File: src/hw/rtl/psw_pkg.sv
`timescale 1ns / 1ps
// ----------------------------------------------------------------------------
// psw_pkg: shared types and constants of the square-wave pattern buffer
// Opcodes, register indexes, field widths, controller states and
// parameter defaults.
// ----------------------------------------------------------------------------
package psw_pkg;

  // parameter defaults
  localparam int RESOLUTION_DEF = 256;
  localparam int CHANNELS_DEF   = 5;

  // fixed field widths
  localparam int OP_W      = 2;
  localparam int PORT_W    = 3;
  localparam int WORD_W    = 16;
  localparam int PHASE_W   = 16;
  localparam int INDEX_W   = 8;
  localparam int OFFSET_W  = 8;
  localparam int CFG_IDX_W = 3;

  // phase sum: two 16-bit terms plus an 8-bit offset
  localparam int SUM_W = 18;

  // number of port offset registers
  localparam int NUM_OFFSETS = 5;

  typedef enum logic [OP_W-1:0] {
    OP_CLEAR = 2'd0,
    OP_ADD   = 2'd1,
    OP_READ  = 2'd2
  } op_t;

  typedef enum logic [CFG_IDX_W-1:0] {
    REG_PORT_OFFSET_0 = 3'd0,
    REG_PORT_OFFSET_1 = 3'd1,
    REG_PORT_OFFSET_2 = 3'd2,
    REG_PORT_OFFSET_3 = 3'd3,
    REG_PORT_OFFSET_4 = 3'd4
  } reg_idx_t;

  typedef enum logic [2:0] {
    S_CLEAR,
    S_IDLE,
    S_MOD,
    S_START,
    S_RUN,
    S_DRAIN,
    S_RD_ADDR,
    S_RD_DATA
  } state_t;

endpackage

File: src/hw/rtl/psw_mod_unit.sv
`timescale 1ns / 1ps
// ----------------------------------------------------------------------------
// psw_mod_unit: phase reduction
// Reduces the phase sum mod RESOLUTION by reciprocal multiplication:
// the sum is registered, then the quotient, then the remainder, which is
// registered together with done.
// ----------------------------------------------------------------------------
module psw_mod_unit #(
  parameter int RESOLUTION = psw_pkg::RESOLUTION_DEF
) (
  input  logic                          clk,
  input  logic                          rst,
  input  logic                          start,
  input  logic [psw_pkg::SUM_W-1:0]     sum,
  output logic                          done,
  output logic [$clog2(RESOLUTION)-1:0] phase
);
  import psw_pkg::*;

  localparam int RES_W   = $clog2(RESOLUTION);
  // reciprocal scaled by 2^SHIFT, exact for every SUM_W-bit sum
  localparam int SHIFT   = SUM_W + RES_W;
  localparam int RECIP_W = SUM_W + 1;
  localparam longint RECIP = ((longint'(1) << SHIFT) + longint'(RESOLUTION) - 1) /
                             longint'(RESOLUTION);
  localparam logic [RECIP_W-1:0] RECIP_C = RECIP_W'(RECIP);
  localparam int PROD_W  = SUM_W + RECIP_W;
  localparam int QUO_W   = PROD_W - SHIFT;

  logic               quo_pend;
  logic               rem_pend;
  logic [SUM_W-1:0]   sum_reg;
  logic [QUO_W-1:0]   quo;
  logic [PROD_W-1:0]  prod;
  logic [RES_W-1:0]   back;
  logic [RES_W-1:0]   diff;

  // quotient by reciprocal, remainder from the low bits
  assign prod = PROD_W'(sum_reg) * PROD_W'(RECIP_C);
  assign back = RES_W'(quo) * RES_W'(RESOLUTION);
  assign diff = sum_reg[RES_W-1:0] - back;

  // control: quotient stage, then remainder stage
  always_ff @(posedge clk) begin
    if (rst) begin
      quo_pend <= 1'b0;
      rem_pend <= 1'b0;
      done     <= 1'b0;
    end else begin
      quo_pend <= start;
      rem_pend <= quo_pend;
      done     <= rem_pend;
    end
  end

  // datapath: hold the sum, then quotient, then remainder
  always_ff @(posedge clk) begin
    if (start) begin
      sum_reg <= sum;
    end
    if (quo_pend) begin
      quo <= prod[PROD_W-1:SHIFT];
    end
    if (rem_pend) begin
      phase <= diff;
    end
  end

endmodule
File: config.mk
export PLATFORM = sky130hd
export DESIGN_NAME = psw_mod_unit
export DESIGN_NICKNAME = d
export VERILOG_FILES = /design/src/hw/rtl/psw_pkg.sv /design/src/hw/rtl/psw_mod_unit.sv
export SDC_FILE = /design/constraint.sdc
export NUM_CORES = 1
export LEC_CHECK = 0
export ABC_AREA = 1
export BUFFER_PORTS_ARGS = -buffer_cell sky130_fd_sc_hd__buf_2
export CAP_MARGIN = 20
export CORE_AREA = 2 2 39 41
export DETAILED_ROUTE_END_ITERATION = 16
export DIE_AREA = 0 0 41 43
export GPL_ROUTABILITY_DRIVEN = 0
export PLACE_DENSITY = 0.83
export SYNTH_ARGS = -nofsm -noshare
export SYNTH_HDL_FRONTEND = slang
export SYNTH_SLANG_ARGS = --single-unit
export TNS_END_PERCENT = 20
File: constraint.sdc
create_clock -name clk -period 2.2 [get_ports clk]
set_clock_uncertainty 0.05 [all_clocks]
set_input_delay 0.33 -clock clk [delete_from_list [all_inputs] [get_ports clk]]
set_output_delay 0.33 -clock clk [all_outputs]
set_load 0.05 [all_outputs]
Word-level counts from Yosys, hierarchy flattened. Index checks and enable logic that the tools add are counted.

Input port bits: 21. Word-level logic and storage cells: 5. Register bits: 19. Output and inout port bits: 9.

Longest topological paths before layout. Gate-level depths: netlist of run 1.

Depth in word-level cells: 0. Depth in mapped cells: 2. Mapped depth without buffers: 2.

Least setup slack after synthesis of run 1. No wires, ideal clock.

Path type: flip-flop to output port. From: reg phase[0]. To: out phase[0]. Cell stages (with the launch flop): 1. Required time: 1.820 ns. Path slack: 1.219 ns. Arrival time: 0.601 ns. Buffers on the path: 0. Path through: edfxtp_1.

RTL lines: start, declared (line psw_mod_unit.sv:16) `output logic [$clog2(RESOLUTION)-1:0] phase`; start signal, assigned (line psw_mod_unit.sv:65) `phase <= diff;`.

No word-level cell between the ends.

Worst setup path in the final report of run 1.
From: reg phase[1]. To: out phase[1].

No word-level cell between the ends.

==> out/metrics.csv, run 1 <==
stage,metric,value,unit
run_status,status,"finished, final reports clean",
critical_path,critical path class,reg -> out,
finish,nets,70,
finish,ratio of cells with drive above 1 in the final layout,45.83,%
logic_synthesis,"Seq/Total Area, Yosys",96.00,%
power_and_ir_drop,Net Switching,0.0001181,W
drt,routed wire length,532,um
grt,GRT Overall Usage,7.008,%
logic_synthesis,Commonest cells post-synth,"edfxtp_1 (16), dfxtp_1 (3), inv_1 (3), nor2_1 (3)",
finish,# diodes,0,
power_and_ir_drop,combinational power share,5.7,%
critical_path,crit end category,output port,
drt,Final ANT Viol Nets,0,
clock_network,CTS Root Cell,clkbuf_4,
placement,placed insts,60,
critical_path,slowest CP cell,edfxtp_1,
logic_synthesis,top-count cell post-synth,edfxtp_1,
grt,first-pass GRT wire length,759,um
worst_hold_path,critical hold path startpoint,sum[7],
floorplanning,Die X,41,um
placement,# port buffers,19,
clock_network,CTS buffer count,3,
power_and_ir_drop,internal power,0.0004920,W
power_and_ir_drop,PD cells,866.2,nW/um^2
sta,Final Hold Viols,0,
sta,pins over their slew limit,0,
logic_synthesis,Most used DFF post-synth,edfxtp_1,
sta,Setup-failing EPs final,0,
sta,actual slew at the worst max-slew pin,326.4,ps
logic_synthesis,Netlist cell types,4,
floorplanning,Starting Density,40.69,%
critical_path,worst path arrival time,860,ps
clock_network,CTS Buffer Depth,2,
clock_network,Worst-Skew Late Latency,280,ps
floorplanning,I/O Pins,30,
drt,Vias,255,
logic_synthesis,"EDFF count, synth",16,
clock_network,H-Tree Depth,1,
power_and_ir_drop,maximum vdd drop,0.3252,mV
critical_path,crit path from,phase[1],
drt,TritonRoute pass-1 iters,1,
logic_synthesis,Syn Inst Count,25,
sta,Slew HR,78.21,%
critical_path,"Largest stage delay, worst path",330,ps
worst_hold_path,worst min path class,in -> reg,
critical_path,CP cell instances,buf_2,
critical_path,CP Launch Type,register,
logic_synthesis,post-synth top area cell,edfxtp_1,
finish,Syn-to-layout area delta,25.11,%
clock_network,post-CTS setup buffers,0,
clock_network,Worst-path clk slew,90,ps
logic_synthesis,async set-reset flop share out of synthesis,0,%
sta,total negative slack,0,ps
sta,RSZ-0062 raised after global routing,no,
clock_network,TritonCTS clock tree,yes,
finish,final instance area,704.4,um^2
critical_path,Crit path required time,1820,ps
logic_synthesis,Area contributors post-synth,"edfxtp_1 (85%), dfxtp_1 (11%), inv_1 (2.0%)",
placement,placed cell area,678.2,um^2
floorplanning,DIE HEIGHT,43,um
power_and_ir_drop,Sw Share,19.36,%
sta,Max Freq,804.3,MHz
clock_network,post_cts resized,0,
sta,Period minus WS final,1243,ps
clock_network,cts-stage hold buffer count,0,
grt,number of global-route vias before repair,197,
power_and_ir_drop,part of the power in registers,68.4,%
finish,Non-Filler Instances,64,
critical_path,critical path's top delay family,flip-flops,
power_and_ir_drop,leakage dissipation,0.2835,nW
grt,largest net degree at the start of global routing,11,
sta,Worst Hold Slack,167.0,ps
logic_synthesis,Yosys warnings,0,
logic_synthesis,top-area cell type share of the netlist area,85.33,%
critical_path,Worst Path Max Fanout,1,
sta,Final Cycle Share,56.52,%
drt,DRT iter0 DRCs,0,
power_and_ir_drop,Clk pwr share,25.9,%
critical_path,WP buf/inv,1,
finish,Util after Layout,50.90,%
floorplanning,# rows,14,
floorplanning,Core ar.,1384,um^2
drt,drt drc,0,
drt,Wirelength per Cell,8.313,um
run,max-cap violations,0,
drt,vias per std cell,3.984,
logic_synthesis,count of state elements after synthesis,19,
floorplanning,Die Area,1763,um^2
clock_network,clock sinks,19,
critical_path,R2R Path Start,rem_pend,
logic_synthesis,Syn Area/Cell,22.52,um^2
finish,Fillers,118,
logic_synthesis,post-synthesis cell area,563.0,um^2
logic_synthesis,post-synthesis net count,46,
grt,initial antenna violation count,0,
grt,grt ovf,0,
[cell usage in the layout, fill, tap and decap left out]
| cell type | instances |
|---|---|
| buf_2 | 19 |
| clkbuf_1 | 1 |
| clkbuf_4 | 3 |
| dfxtp_1 | 3 |
| edfxtp_1 | 16 |
| inv_1 | 3 |
| nor2_1 | 3 |
[final timing paths]
check             cells after the start         end  slack [ps]
setup / recovery                      1    phase[1]         960
hold / removal                        1  sum_reg[7]         170
setup reg to reg                      0    phase[2]        1310
hold reg to reg                       2    rem_pend         360
[metrics by stage]
step,setup WS [ps],power [W]
after global placement,1265,0.0004600
after detailed placement,1263,0.0004607
after global routing,911.6,0.0006355
after floorplan,1219,0.0004441
after CTS,937.2,0.0006199
final,956.7,0.0006102
[routing by layer]
metal  track usage (%)  share of wire (%)  vias up
li1                  -                  -      134
met1             9.225                 42       98
met2             8.438                 40       21
met3             1.571                 15        2
met4             8.000                3.4        0
met5                 0                  0        -
[power groups by stage]
stage          Clock, W  Sequential, W  Combinational [W]
4_1_cts        0.000168       0.000417          0.0000350
2_1_floorplan         0       0.000442         0.00000164
5_1_grt        0.000178       0.000420          0.0000374
3_5_place_dp          0       0.000426          0.0000349
3_3_place_gp          0       0.000425          0.0000347
6_report       0.000158       0.000417          0.0000348
[cell type report]
type	count	area, um^2	share of cell area, %
Clock buffer	4	26.28	3.730
Tap cell	16	20.02	2.842
Inverter	3	11.26	1.599
Sequential cell	19	540.5	76.73
Timing Repair Buffer	19	95.09	13.50
Multi-Input combinational cell	3	11.26	1.599
[kinds of logic (layout without fill, tap and decap cells)]
family        count (synthesis)  count (layout)  share of synthesized area (%)
flops                        19              19                          96.00
buf+inv                       3              26                          2.000
simple gates                  3               3                          2.000
(Power assumes the default switching activity.)
==> inputs of run 2 (changes only) <==
--- a/config.mk
+++ b/config.mk
@@ -8,11 +8,10 @@
 export ABC_AREA = 1
 export BUFFER_PORTS_ARGS = -buffer_cell sky130_fd_sc_hd__buf_2
 export CAP_MARGIN = 20
-export CORE_AREA = 2 2 39 41
+export CORE_UTILIZATION = 37
 export DETAILED_ROUTE_END_ITERATION = 16
-export DIE_AREA = 0 0 41 43
 export GPL_ROUTABILITY_DRIVEN = 0
-export PLACE_DENSITY = 0.83
+export PLACE_DENSITY = 0.78
 export SYNTH_ARGS = -nofsm -noshare
 export SYNTH_HDL_FRONTEND = slang
 export SYNTH_SLANG_ARGS = --single-unit
==> constraint.sdc (replaced) <==
create_clock -name clk -period 1 [get_ports clk]
set_clock_uncertainty 0.05 [all_clocks]
set_input_delay 0.15 -clock clk [delete_from_list [all_inputs] [get_ports clk]]
set_output_delay 0.15 -clock clk [all_outputs]
set_load 0.05 [all_outputs]
==> run 2 against run 1 <==
Against the previous run: the flow now finishes with violations (setup timing); flip-flop and latch count unchanged; global-route usage increased by 5.0 points; die area decreased by 4.6%; count of clock-buffer cells in the layout unchanged; final cell count increased by 13%; total power increased by 130%; clock power increased by 130%; largest cell class unchanged; largest power group unchanged.
==> out/metrics.csv, run 2 (synthesized netlist as in run 1, its figures left out) <==
stage,metric,value,unit
sta,fin worst setup slack,-62.81,ps
finish,"commonest non-fill, non-tap cell in the layout",edfxtp_1,
finish,footprint of the multi-input gates,11.26,um^2
placement,# port buffers,19,
drt,Wirelength per Cell,11.96,um
drt,routed wire length,861,um
critical_path,CP Launch Type,register,
grt,number of global-route vias before repair,313,
critical_path,Worst R2R End,phase[6],
critical_path,critical path's top delay family,flip-flops,
clock_network,TritonCTS clock tree,yes,
finish,Fillers,103,
critical_path,critical path class,reg -> out,
finish,ratio of cells with drive above 1 in the final layout,40.35,%
finish,nets,79,
floorplanning,Starting Density,41.71,%
critical_path,crit end category,output port,
drt,Vias,316,
sta,actual slew at the worst max-slew pin,363.5,ps
critical_path,number of cells on the worst reg-to-reg path,0,
critical_path,"Largest stage delay, worst path",400,ps
grt,initial antenna violation count,0,
floorplanning,I/O Pins,30,
drt,TritonRoute pass-1 iters,3,
placement,Post-DP HPWL,562.2,um
run_status,failing checks,setup timing,
worst_hold_path,worst min path class,in -> reg,
grt,GRT Overall Usage,11.98,%
clock_network,H-Tree Depth,1,
drt,DRT iter0 DRCs,2,
critical_path,Worst Path Max Fanout,1,
clock_network,Worst-path clk slew,90,ps
power_and_ir_drop,leakage dissipation,0.3392,nW
grt,largest net degree at the start of global routing,11,
run_status,status,finished with violations,
critical_path,WP buf/inv,1,
drt,vias per std cell,4.389,
sta,Setup-failing EPs final,8,
clock_network,CTS Root Cell,clkbuf_4,
critical_path,CP cell instances,buf_6,
finish,# diodes,0,
run,max-cap violations,0,
critical_path,slowest CP cell,edfxtp_1,
finish,most frequent cells in the layout,"edfxtp_1 (16), buf_2 (10), dlygate4sd3_1 (9), buf_6 (9)",
clock_network,post-CTS setup buffers,0,
grt,first-pass GRT wire length,1152,um
clock_network,CTS Buffer Depth,2,
critical_path,R2R Path Start,rem_pend,
finish,register area,541.8,um^2
critical_path,worst path arrival time,860,ps
sta,Max Freq,940.9,MHz
sta,Slew HR,75.74,%
finish,Syn-to-layout area delta,51.11,%
critical_path,r2r setup slk,70,ps
sta,Final Cycle Share,106.3,%
sta,total negative slack,-391.0,ps
drt,drt drc,0,
grt,grt ovf,0,
floorplanning,DIE HEIGHT,41.01,um
floorplanning,Die X,41.01,um
power_and_ir_drop,maximum vdd drop,0.8894,mV
clock_network,CTS buffer count,3,
placement,placed cell area,676.9,um^2
floorplanning,Core ar.,1350,um^2
floorplanning,# rows,13,
drt,Final ANT Viol Nets,0,
worst_hold_path,hold endpoint,quo_pend,
worst_hold_path,critical hold path startpoint,start,
clock_network,clock sinks,19,
sta,pins over their slew limit,0,
sta,Period minus WS final,1063,ps
worst_hold_path,worst hold stages,3,
power_and_ir_drop,PD cells,1653,nW/um^2
finish,final instance area,850.8,um^2
sta,Final Hold Viols,0,
sta,RSZ-0062 raised after global routing,yes,
clock_network,Worst-Skew Late Latency,290,ps
critical_path,Crit path required time,800,ps
floorplanning,Die Area,1682,um^2
run 2: cell count changes in the layout (fill, tap and decap cells not counted):
cell           change
dfxtp_2            +1
dlygate4sd3_1      +9
dfxtp_1            -1
buf_6              +9
buf_2              -9
run 2: worst max path at each step:
stage | slack, ps | start | depth (start not counted) | endpoint
floorplan | 160 | rem_pend | 0 | phase[0]
global placement | 110 | rem_pend | 0 | phase[3]
detailed placement | 80 | rem_pend | 0 | phase[0]
CTS | -80 | phase[1] | 1 | phase[1]
global route | -100 | phase[1] | 1 | phase[1]
finish | -60 | phase[1] | 1 | phase[1]
run 2: power by group:
group          switching, W  internal [W]
clock network      0.000209      0.000155
registers         0.0000174      0.000906
logic             0.0000608     0.0000579
total              0.000287       0.00112
run 2: metal layers:
metal	GRT usage, %	wire length, um	part of all wire (%)	vias up
li1	-	-	-	153
met1	9.420	296	34	143
met2	23.05	485	56	16
met3	3.261	57	6.6	4
met4	10.00	21	2.4	0
met5	0	0	0	-
run 2: final cells by class:
class,instances,share of cell area (%)
sequential,19,63.68
timing repair buffer,28,28.38
clock buffer,4,3.088
inverter,3,1.324
multi-input combinational,3,1.324
tap,15,2.206
run 2: timing repair:
action | in CTS | in global routing
resized for setup | 18 | 1
endpoints found under the hold margin | 11 | 0
endpoints found under the setup margin | 9 | 9
hold buffers | 9 | 0
run 2: stage by stage:
stage               worst slack (ps)  instances  utilization [%]  hold slack (ps)  power (W)
CTS                           -76.73         72            62.93            117.3   0.001411
detailed placement             77.10         59            50.14            278.1   0.001019
floorplan                      159.4         25                -            171.2  0.0009770
finish                        -62.81         72            63.02            114.1   0.001406
global route                  -98.83         72            63.02            135.2   0.001442
global placement               110.5         59            50.14            277.6   0.001012
==> inputs of run 3 (changes only) <==
--- a/config.mk
+++ b/config.mk
@@ -8,6 +8,7 @@
 export ABC_AREA = 1
 export BUFFER_PORTS_ARGS = -buffer_cell sky130_fd_sc_hd__buf_2
 export CAP_MARGIN = 20
+export CORE_ASPECT_RATIO = 1.1
 export CORE_UTILIZATION = 37
 export DETAILED_ROUTE_END_ITERATION = 16
 export GPL_ROUTABILITY_DRIVEN = 0
==> run 3 against run 2 <==
Against the previous run: the flow still finishes with violations (setup timing); global-route usage down 2.6 points; utilization is 2.3 points lower; final cell count increased by 1.4%; fmax increased by 2.5%; first-iteration DRC count down 100%; highest routed layer is now met3.
==> out/metrics.csv, run 3 (synthesized netlist as in run 1, its figures left out) <==
stage,metric,value,unit
placement,# port buffers,19,
drt,drt drc,0,
power_and_ir_drop,maximum vdd drop,0.8814,mV
drt,vias per std cell,4.000,
critical_path,critical path class,reg -> out,
floorplanning,Die Area,1682,um^2
placement,dpl ws,103.7,ps
finish,"commonest non-fill, non-tap cell in the layout",edfxtp_1,
floorplanning,Starting Density,40.18,%
clock_network,H-Tree Depth,1,
drt,TritonRoute pass-1 iters,1,
finish,# diodes,0,
critical_path,slowest CP cell,edfxtp_1,
finish,most frequent cells in the layout,"edfxtp_1 (16), buf_2 (10), dlygate4sd3_1 (9), buf_6 (9)",
power_and_ir_drop,PD cells,1627,nW/um^2
finish,Fillers,108,
drt,Wirelength per Cell,8.959,um
critical_path,"Largest stage delay, worst path",390,ps
power_and_ir_drop,leakage dissipation,0.3388,nW
sta,RSZ-0062 raised after global routing,yes,
floorplanning,# rows,14,
finish,Non-Filler Instances,73,
sta,pins over their slew limit,0,
clock_network,CTS Root Cell,clkbuf_4,
grt,number of global-route vias before repair,285,
critical_path,CP cell instances,buf_6,
grt,largest net degree at the start of global routing,11,
drt,Final ANT Viol Nets,0,
placement,placed insts,60,
sta,Max Freq,964.4,MHz
floorplanning,Die X,39.20,um
clock_network,Worst-path clk slew,90,ps
finish,footprint of the multi-input gates,11.26,um^2
critical_path,WP buf/inv,1,
critical_path,Crit path required time,800,ps
critical_path,Worst Path Max Fanout,1,
power_and_ir_drop,Final Total Pwr,0.001384,W
clock_network,clock sinks,19,
sta,Slew HR,77.93,%
grt,first-pass GRT wire length,1014,um
grt,initial antenna violation count,0,
sta,actual slew at the worst max-slew pin,330.6,ps
critical_path,CP Launch Type,register,
clock_network,Worst-Skew Late Latency,280,ps
critical_path,crit end category,output port,
clock_network,TritonCTS clock tree,yes,
finish,nets,79,
run_status,status,finished with violations,
finish,Syn-to-layout area delta,51.11,%
sta,fin worst setup slack,-36.90,ps
floorplanning,DIE HEIGHT,42.91,um
floorplanning,Core ar.,1401,um^2
sta,Setup-failing EPs final,8,
grt,grt ovf,0,
drt,routed wire length,654,um
finish,register area,540.5,um^2
run,max-cap violations,0,
floorplanning,I/O Pins,30,
grt,GRT Overall Usage,9.375,%
run_status,failing checks,setup timing,
sta,Final Cycle Share,103.7,%
drt,Vias,292,
clock_network,CTS Buffer Depth,2,
drt,DRT iter0 DRCs,0,
critical_path,critical path's top delay family,flip-flops,
critical_path,worst path arrival time,840,ps
sta,Final Hold Viols,0,
sta,Period minus WS final,1037,ps
clock_network,CTS buffer count,3,
finish,ratio of cells with drive above 1 in the final layout,38.60,%
worst_hold_path,worst min path class,in -> reg,
## run 3: cell counts in the layout (fill, tap and decap cells not counted)
No cell type changed its count.
## run 3: repair_timing
action | 4_1_cts | 5_1_grt
hold buffers | 9 | 0
setup endpoints to repair | 9 | 9
hold endpoints to repair | 11 | 0
gates resized for setup | 17 | 1
pin swaps | 0 | 0
setup buffers | 0 | 0
## run 3: metal layers
layer	global-route usage (%)	up-vias	part of all wire [%]
met2	16.00	17	56
met5	0	-	0
li1	-	152	-
met1	8.955	123	38
met4	8.276	0	0
met3	1.571	0	5.5
## run 3: metrics by stage
step / area, um^2 / utilization (%) / TNS (ps) / hold slack (ps)
finish: 850.8 / 60.71 / -244.9 / 116.3
global route: 850.8 / 60.71 / -555.2 / 130.4
CTS: 847.1 / 60.45 / -384.0 / 107.9
detailed placement: 678.2 / 48.39 / 0 / 278.1
global placement: 678.2 / 48.39 / 0 / 278.9
floorplan: 563.0 / - / 0 / 171.2
## run 3: final timing paths
path / from / endpoint / slack, ps / cells past startpoint
min reg2reg: quo_pend / rem_pend / 350 / 2
max: phase[1] / phase[1] / -40 / 1
max reg2reg: rem_pend / phase[4] / 100 / 0
min: start / quo_pend / 120 / 3
## run 3: final cells by class
cell class	count	area share, %
Clock buffer	4	3.088
Inverter	3	1.324
Multi-Input combinational cell	3	1.324
Sequential cell	19	63.53
Tap cell	16	2.353
Timing Repair Buffer	28	28.38
## run 3: power by group
| part | switching (W) | leakage, nW | internal [W] |
|---|---|---|---|
| combinational | 0.0000590 | 0.147 | 0.0000578 |
| sequential | 0.0000151 | 0.176 | 0.000906 |
| clock | 0.000192 | 0.0150 | 0.000155 |
